<file path="config.mk">
export PLATFORM = sky130hd
export DESIGN_NAME = signed_int_divider_saturating
export DESIGN_NICKNAME = d
export VERILOG_FILES = /design/src/rtl/core/sidiv_pkg.sv /design/src/rtl/core/signed_int_divider_saturating.sv
export SDC_FILE = /design/constraint.sdc
export NUM_CORES = 1
export LEC_CHECK = 0
export ABC_AREA = 1
export BUFFER_PORTS_ARGS = -buffer_cell sky130_fd_sc_hd__buf_2
export CAP_MARGIN = 20
export CORE_ASPECT_RATIO = 0.7
export CORE_MARGIN = 2
export CORE_UTILIZATION = 54
export DETAILED_ROUTE_END_ITERATION = 8
export GPL_TIMING_DRIVEN = 0
export MAX_ROUTING_LAYER = met4
export PLACE_DENSITY = 0.74
export SLEW_MARGIN = 20
export SYNTH_ARGS = -nofsm -noshare
export SYNTH_HDL_FRONTEND = slang
export SYNTH_SLANG_ARGS = --single-unit
</file>
<file path="constraint.sdc">
create_clock -name i_clk -period 3.95 [get_ports i_clk]
set_clock_uncertainty 0.05 [all_clocks]
set_input_delay 0.395 -clock i_clk [delete_from_list [all_inputs] [get_ports i_clk]]
set_output_delay 0.395 -clock i_clk [all_outputs]
set_load 0.02 [all_outputs]
</file>
<file path="src/rtl/core/sidiv_pkg.sv">
// Package for the signed saturating divider: controller state type.
`timescale 1ns / 1ps

package sidiv_pkg;

    typedef enum logic [1:0] {
        ST_IDLE,
        ST_DIV,
        ST_OUT
    } t_state;

endpackage

</file>
<file path="src/rtl/core/signed_int_divider_saturating.sv">
// Signed saturating integer divider, radix-2 restoring, one quotient bit per cycle.
`timescale 1ns / 1ps

// Divides a signed DATA_WIDTH-bit dividend by a signed divisor and returns the
// quotient truncated toward zero. The most negative value divided by minus one
// gives the largest positive value. A zero divisor gives the largest positive
// value with tuser (divide-by-zero) set. The operand magnitudes are loaded at
// acceptance; the divider then steps DATA_WIDTH times through the single shared
// subtract-and-compare stage, one quotient bit per cycle, and applies sign fix-up
// and saturation in the output state, which waits while an earlier result is
// still unread. A finished result waits in the output register, so the next item
// is taken while it is still waiting to be read.
module signed_int_divider_saturating #(
    parameter int DATA_WIDTH = 32
) (
    input  logic                                   i_clk,
    input  logic                                   i_rst_n,
    input  logic                                   s_axis_tvalid,
    output logic                                   s_axis_tready,
    // dividend, divisor
    input  logic [((2*DATA_WIDTH+7)/8)*8-1:0]      s_axis_tdata,
    output logic                                   m_axis_tvalid,
    input  logic                                   m_axis_tready,
    // quotient
    output logic [((DATA_WIDTH+7)/8)*8-1:0]        m_axis_tdata,
    // divide_by_zero
    output logic                                   m_axis_tuser
);

    localparam int W      = DATA_WIDTH;
    localparam int CNT_W  = $clog2(DATA_WIDTH);
    localparam int OUT_DW = ((DATA_WIDTH+7)/8)*8;
    localparam logic [W-1:0]     MAX_POS  = {1'b0, {(W-1){1'b1}}};
    localparam logic [CNT_W-1:0] CNT_LAST = CNT_W'(DATA_WIDTH-1);

    sidiv_pkg::t_state r_state, n_state;

    logic [CNT_W-1:0] r_cnt, n_cnt;
    logic [W-1:0]     r_num, n_num;
    logic [W-1:0]     r_den, n_den;
    logic [W-1:0]     r_rem, n_rem;
    logic             r_neg, n_neg;
    logic             r_dbz, n_dbz;
    logic             r_out_valid, n_out_valid;
    logic [W-1:0]     r_out_q, n_out_q;
    logic             r_out_dbz, n_out_dbz;

    logic [W-1:0] in_a, in_b;
    logic [W-1:0] mag_a, mag_b;
    logic [W-1:0] rem_sh;
    logic [W:0]   diff;
    logic         ge;
    logic [W-1:0] q_final;
    logic         in_acc;
    logic         out_load;

    assign in_a   = s_axis_tdata[W-1:0];
    assign in_b   = s_axis_tdata[2*W-1:W];
    assign mag_a  = in_a[W-1] ? (~in_a + 1'b1) : in_a;
    assign mag_b  = in_b[W-1] ? (~in_b + 1'b1) : in_b;
    assign in_acc = s_axis_tvalid && s_axis_tready;

    // Restoring step: bring down next dividend bit, trial subtract.
    assign rem_sh = {r_rem[W-2:0], r_num[W-1]};
    assign diff   = {1'b0, rem_sh} - {1'b0, r_den};
    assign ge     = !diff[W];

    always_comb begin
        if (r_dbz) begin
            q_final = MAX_POS;
        end else if (r_neg) begin
            q_final = ~r_num + 1'b1;
        end else if (r_num[W-1]) begin
            q_final = MAX_POS;
        end else begin
            q_final = r_num;
        end
    end

    // Next state
    always_comb begin
        n_state = r_state;
        case (r_state)
            sidiv_pkg::ST_IDLE: begin
                if (in_acc) begin
                    n_state = sidiv_pkg::ST_DIV;
                end
            end
            sidiv_pkg::ST_DIV: begin
                if (r_cnt == '0) begin
                    n_state = sidiv_pkg::ST_OUT;
                end
            end
            sidiv_pkg::ST_OUT: begin
                if (!r_out_valid || m_axis_tready) begin
                    n_state = sidiv_pkg::ST_IDLE;
                end
            end
            default: n_state = sidiv_pkg::ST_IDLE;
        endcase
    end

    // Outputs and datapath
    always_comb begin
        s_axis_tready = 1'b0;
        out_load      = 1'b0;
        n_cnt         = r_cnt;
        n_num         = r_num;
        n_den         = r_den;
        n_rem         = r_rem;
        n_neg         = r_neg;
        n_dbz         = r_dbz;
        case (r_state)
            sidiv_pkg::ST_IDLE: begin
                s_axis_tready = 1'b1;
                if (in_acc) begin
                    n_cnt = CNT_LAST;
                    n_num = mag_a;
                    n_den = mag_b;
                    n_rem = '0;
                    n_neg = in_a[W-1] ^ in_b[W-1];
                    n_dbz = (in_b == '0);
                end
            end
            sidiv_pkg::ST_DIV: begin
                n_cnt = r_cnt - 1'b1;
                n_num = {r_num[W-2:0], ge};
                n_rem = ge ? diff[W-1:0] : rem_sh;
            end
            sidiv_pkg::ST_OUT: begin
                out_load = !r_out_valid || m_axis_tready;
            end
            default: begin
                s_axis_tready = 1'b0;
            end
        endcase
    end

    always_comb begin
        n_out_valid = r_out_valid;
        n_out_q     = r_out_q;
        n_out_dbz   = r_out_dbz;
        if (out_load) begin
            n_out_valid = 1'b1;
            n_out_q     = q_final;
            n_out_dbz   = r_dbz;
        end else if (m_axis_tready) begin
            n_out_valid = 1'b0;
        end
    end

    always_ff @(posedge i_clk) begin
        if (!i_rst_n) begin
            r_state     <= sidiv_pkg::ST_IDLE;
            r_cnt       <= '0;
            r_out_valid <= 1'b0;
        end else begin
            r_state     <= n_state;
            r_cnt       <= n_cnt;
            r_out_valid <= n_out_valid;
        end
    end

    always_ff @(posedge i_clk) begin
        r_num     <= n_num;
        r_den     <= n_den;
        r_rem     <= n_rem;
        r_neg     <= n_neg;
        r_dbz     <= n_dbz;
        r_out_q   <= n_out_q;
        r_out_dbz <= n_out_dbz;
    end

    assign m_axis_tvalid = r_out_valid;
    assign m_axis_tdata  = OUT_DW'(r_out_q);
    assign m_axis_tuser  = r_out_dbz;

    a_load_starts_div: assert property (@(posedge i_clk) disable iff (!i_rst_n)
        in_acc |=> (r_state == sidiv_pkg::ST_DIV) && (r_cnt == CNT_LAST))
        else $error("divide did not start after accept");

    a_div_ends: assert property (@(posedge i_clk) disable iff (!i_rst_n)
        (r_state == sidiv_pkg::ST_DIV) && (r_cnt == '0) |=> r_state == sidiv_pkg::ST_OUT)
        else $error("divide did not finish after last step");

    a_rem_bound: assert property (@(posedge i_clk) disable iff (!i_rst_n)
        (r_state == sidiv_pkg::ST_DIV) && !r_dbz |-> r_rem < r_den)
        else $error("partial remainder not below divisor");

    a_dbz_sat: assert property (@(posedge i_clk) disable iff (!i_rst_n)
        r_out_valid && r_out_dbz |-> r_out_q == MAX_POS)
        else $error("divide by zero result not saturated");

    a_no_overwrite: assert property (@(posedge i_clk) disable iff (!i_rst_n)
        r_out_valid && !m_axis_tready |=> $stable(r_out_q))
        else $error("waiting result overwritten");

endmodule

</file>
# After elaboration in Yosys (flattened, before gate mapping)
# Index checks and enable logic that the tools add are counted.
# word_totals
word_cells	56
output_inout_bits	35
input_bits	68
ff_bits	138
# op_classes
eq_ne	5
n_reduce_logical	12
n_mux	19
add_sub_neg	5
bitwise	4
# ops
operator	count
$mux 31	4
$add 32x1->32 const B	3
$mux 32	3
$not 32->32	3
$pmux 32 s2	1
$pmux 31 s2	1
$sub 32x32->33	1
$logic_not 32->1	1
$pmux 5 s2	1
$mux 2	3
$ne 2x2->1 const B	3
$pmux 2 s3	1
$logic_not 5->1	1
$mux 5	1
$sub 5x1->5 const B	1
$mux 1	4
$reduce_and 2->1	2
$reduce_bool 2->1	2
$reduce_and 3->1	1
$eq 2x1->1 const B	1
$eq 2x2->1 const B	1
$logic_not 1->1	2
$logic_not 2->1	1
$logic_and 1x1->1	1
2 further kinds	2

# Longest topological paths before layout
# logic_depth
word_depth	5
depth_mapped	18
ltp_nobuf	16

# Worst setup path before layout
# No wires, ideal clock.
# synth_path
path_type	register -> register
startpoint	register r_state[1]
endpoint	register r_num[0] (enable)
slack_ns	0.494
path_buffers	0
setup_time_ns	0.417
path_stages_with_launch	6
arrival_time_ns	2.989
period_less_slack_ns	3.456
t_required_ns	3.483
cell_sequence	dfxtp_1 -> nor2_1 -> nand2_1 -> inv_1 -> nor2_1 -> inv_1
# synth_via
elab_chain_len	5
elab_cells_between_ends	7
cone_classes	eq/ne: 2; mux: 1; reduce/logical: 4
# synth_lines
element	line	rtl
start, declared	signed_int_divider_saturating.sv:36	sidiv_pkg::t_state r_state, n_state;
start signal, assigned	signed_int_divider_saturating.sv:154	r_state <= sidiv_pkg::ST_IDLE;
start signal, assigned	signed_int_divider_saturating.sv:158	r_state <= n_state;
$logic_not 2->1	signed_int_divider_saturating.sv:113	case (r_state)
$mux 1	signed_int_divider_saturating.sv:113	
net s_axis_tready	signed_int_divider_saturating.sv:19	output logic s_axis_tready,
$logic_and 1x1->1	signed_int_divider_saturating.sv:61	assign in_acc = s_axis_tvalid && s_axis_tready;
$ne 2x2->1 (no source line)	n/a	
$reduce_and 2->1 (no source line)	n/a	
end signal, assigned	signed_int_divider_saturating.sv:165	r_num <= n_num;
end, declared	signed_int_divider_saturating.sv:39	logic [W-1:0] r_num, n_num;
# The timed path passes the listed nets, and every way through them passes these cells.
# A chain may end at the register's enable or synchronous reset.

# Final worst setup path
# layout_path
startpoint	register r_num[31]
endpoint	register r_rem[17], data pin
# layout_via
elab_chain_len	3
# layout_lines
element	line	rtl
$sub 32x32->33	signed_int_divider_saturating.sv:65	assign diff = {1'b0, rem_sh} - {1'b0, r_den};
$mux 31	signed_int_divider_saturating.sv:128	n_rem = ge ? diff[W-1:0] : rem_sh;
$pmux 31 s2	signed_int_divider_saturating.sv:113	
end signal, assigned	signed_int_divider_saturating.sv:167	r_rem <= n_rem;
end, declared	signed_int_divider_saturating.sv:41	logic [W-1:0] r_rem, n_rem;
# Every way passes these cells.

==> impl_metrics.ini <==
[die]
die_w_um = 170
rows = 42
die_h_um = 120
die-area_sq_mm = 0.0205
core_area_sq_mm = 0.0190
initial_utilization_pct = 55.2
ioPinCount = 103

[pwr]
report.power.total_uw = 5580
p_leak_uw = 0.00588
irDropWorstVdd_mv = 0.365
power_per_cell_area_mw_per_mm2 = 469

[worst_setup_path]
critical_path_arrival_ns = 3.18
cpMostUsedCell = nand2_1
crit_path_max_incr_delay_ns = 0.45
cpMaxStageDelayCell = edfxtp_1
worst-path-max-fanout = 10
critPathCaptureType = flip-flop
rr_worst_depth = 17
required_ns = 4.09
critical_path_class = flip-flop to flip-flop
startpoint_type = flip-flop
cp_cell_sequence = inv_1 -> ha_1 -> fa_1 -> inv_1 -> nand3_1 -> nand3_2 -> nand2_1 -> nand2_2 -> nand2_1 -> nand2_2 -> nand2_1 -> nand2_2 -> buf_6 -> buf_4 -> nand3_1 -> nand2_1 -> inv_1

[sta]
final-max-slew-violation-count = 0
timing.final.ws_setup_ns = 0.903
hold_violations = 0
setup_violation_total_in_the_final_timing_report = 0
layout_worst_path_cycle_share_pct = 77.1
setup_repair_after_global_routing_missed_its_margin = no
timing.final.crit_period_ns = 3.05
final.setup.tns_ns = 0
worstMarginPinSlew_ns = 0.725
max_freq_mhz = 328
max_slew_margin_pct = 51.6

[min_path]
hold_path_class = input pin to flip-flop
min_delay_path_depth = 1

[clock_network]
inserted_clock_buffers = 17
clock_sinks = 138
clock_tree.htree_level_count = 4
clock_tree.buffer_depth = 2
clock_latency_ns = 0.43
cts-root-buf = clkbuf_16
tritoncts = built
cts_post_setup_buffers_inserted = 0
path_clk_slew_ns = 0.06
holdBufCountCts = 0
cts_resized = 0

[grt]
overflow = 0
grt_usage_pct = 31.7
grt_antenna_before_repair = 0
vias_in_the_first_global_route = 8605
maximum_number_of_pins_on_one_net_before_global_route_repair = 48
grt_first_pass_wirelength_um = 47500

[placement]
gp_congestion = 1.01
numPortBuffers = 100
dpl_worst_slack_ns = 1.02
dp_hpwl_um = 24600

[status]
status = finished clean

[route]
detailedRoute.firstPassIterationCount = 6
drt_wl_total_um = 30900
final_antenna_net_count = 0
via_count = 10300
remaining_drc_errors = 0
routedWlPerCell_um = 16.3
dr.first_iter.drc_count = 1216
post_drt_via_cell_ratio = 5.41

[logic_synthesis]
ys_dominant_reg_cell = edfxtp_1
synth_largest_area_cell = edfxtp_1
yosys-mux-area-fraction_pct = 0
synthXorXnorAreaFrac_pct = 4.85
ys_seq_area_share_pct = 38.8
syn_nets = 1608
synth_warnings = 0
synth_top_family_by_area = simple AND/OR/NAND/NOR gates
synth_simple_gate_area_share_pct = 32.4
syn_area_sq_mm = 0.0105
synth_compound_gate_area_share_pct = 8.07
synthesis.area_per_instance_sq_um = 6.97
synth_fa_ha_area_share_pct = 4.61
synth_common_cells = 425 x nand2_1, 270 x inv_1, 183 x nor2_1
ys_top_cells_by_area = edfxtp_1 37%, nand2_1 15%, inv_1 9.7%, nor2_1 6.6%, nand3_1 6.3%
yosys.cell_types.count = 44
synth.most_common_cell = nand2_1
count_of_flip_flops_with_a_built_in_enable_after_synthesis = 130
yosysTopAreaCellShare_pct = 37.3
synth-async-reset-ratio_pct = 0
synthCells = 1502
synth-seq-cells = 138

[final_layout]
n_antenna_cell = 0
fraction_of_layout_cells_with_a_size_suffix_above_1_pct = 9.85
syn2layout_area_growth_pct = 13.6
design.final.nets = 1729

[job]
max_capacitance_violation_count = 0
[cell type report]
type	instances	area, sq um
Fill cell	1698	7080
Multi-Input combinational cell	1059	5240
Sequential cell	138	4060
Inverter	275	1030
Timing Repair Buffer	102	548
Clock buffer	18	429
Tap cell	264	330
Buffer	30	144
Clock inverter	12	104
[registers in the layout, summed over array words and instances, names as in the netlist]
signal and cells:
r_state 2, r_den 32, r_neg 1, r_rem 31
m_axis_tvalid 1, r_num 32, r_cnt 5, m_axis_tuser 1
m_axis_tdata 32, r_dbz 1
[worst paths after layout]
path	startpoint	to	slack, ns
hold reg to reg	r_cnt[4]	r_cnt[4]	0.46
setup / recovery	r_num[31]	r_rem[17]	0.90
hold / removal	s_axis_tdata[32]	r_den[0]	0.11
setup reg to reg	r_num[31]	r_rem[17]	0.90
[worst max-delay path: cells and delay by family, from the launching register on]
family        cells  cell delay, ns
simple gates     10            0.98
buf+inv           5            0.68
fa+ha+maj         2            0.65
flops             1            0.45
[report_power, final]
group          leakage [uW]  internal [uW]  switching (uW)  total (uW)
sequential          0.00132           1890             167        2050
combinational       0.00430            639            1410        2050
clock              0.000261            854             625        1480
[layout by cell type, fill, tap and decap left out, types with 12 or more instances in the layout]
cell | synthesis | layout
nand2_1 | 425 | 425
inv_1 | 270 | 268
nor2_1 | 183 | 182
nand3_1 | 131 | 131
edfxtp_1 | 130 | 130
buf_2 | 1 | 101
o21ai_0 | 89 | 89
xor2_1 | 46 | 46
ha_1 | 37 | 37
nand4_1 | 30 | 30
a21oi_1 | 30 | 30
clkbuf_1 | 21 | 22
clkbuf_16 | 0 | 17
nor3_1 | 15 | 15
xnor2_1 | 12 | 12
[metal layers]
| metal | track usage (%) | vias to the layer above | wire, um |
|---|---|---|---|
| met5 | - | - | 0 |
| met4 | 6.25 | 0 | 295 |
| met3 | 8.35 | 30 | 4480 |
| met2 | 35.4 | 610 | 10600 |
| met1 | 54.0 | 4575 | 15600 |
| li1 | - | 5052 | - |
[logic make-up (layout without fill, tap and decap cells)]
group           Yosys count  in the layout
simple gates            810            810
buf+inv                 305            437
compound gates          153            153
flops                   138            138
xor+xnor                 58             58
fa+ha+maj                38             38
[metrics by stage]
step | util (%) | hold WS, ns | std cells | instance area [sq um]
after floorplan | - | 0.402 | 1502 | 10500
final | 62.7 | 0.112 | 1898 | 11900
after global routing | 62.7 | 0.106 | 1898 | 11900
after CTS | 62.7 | 0.105 | 1898 | 11900
after global placement | 59.6 | 0.421 | 1866 | 11300
after detailed placement | 59.9 | 0.444 | 1868 | 11400
(Power assumes the default switching activity.)
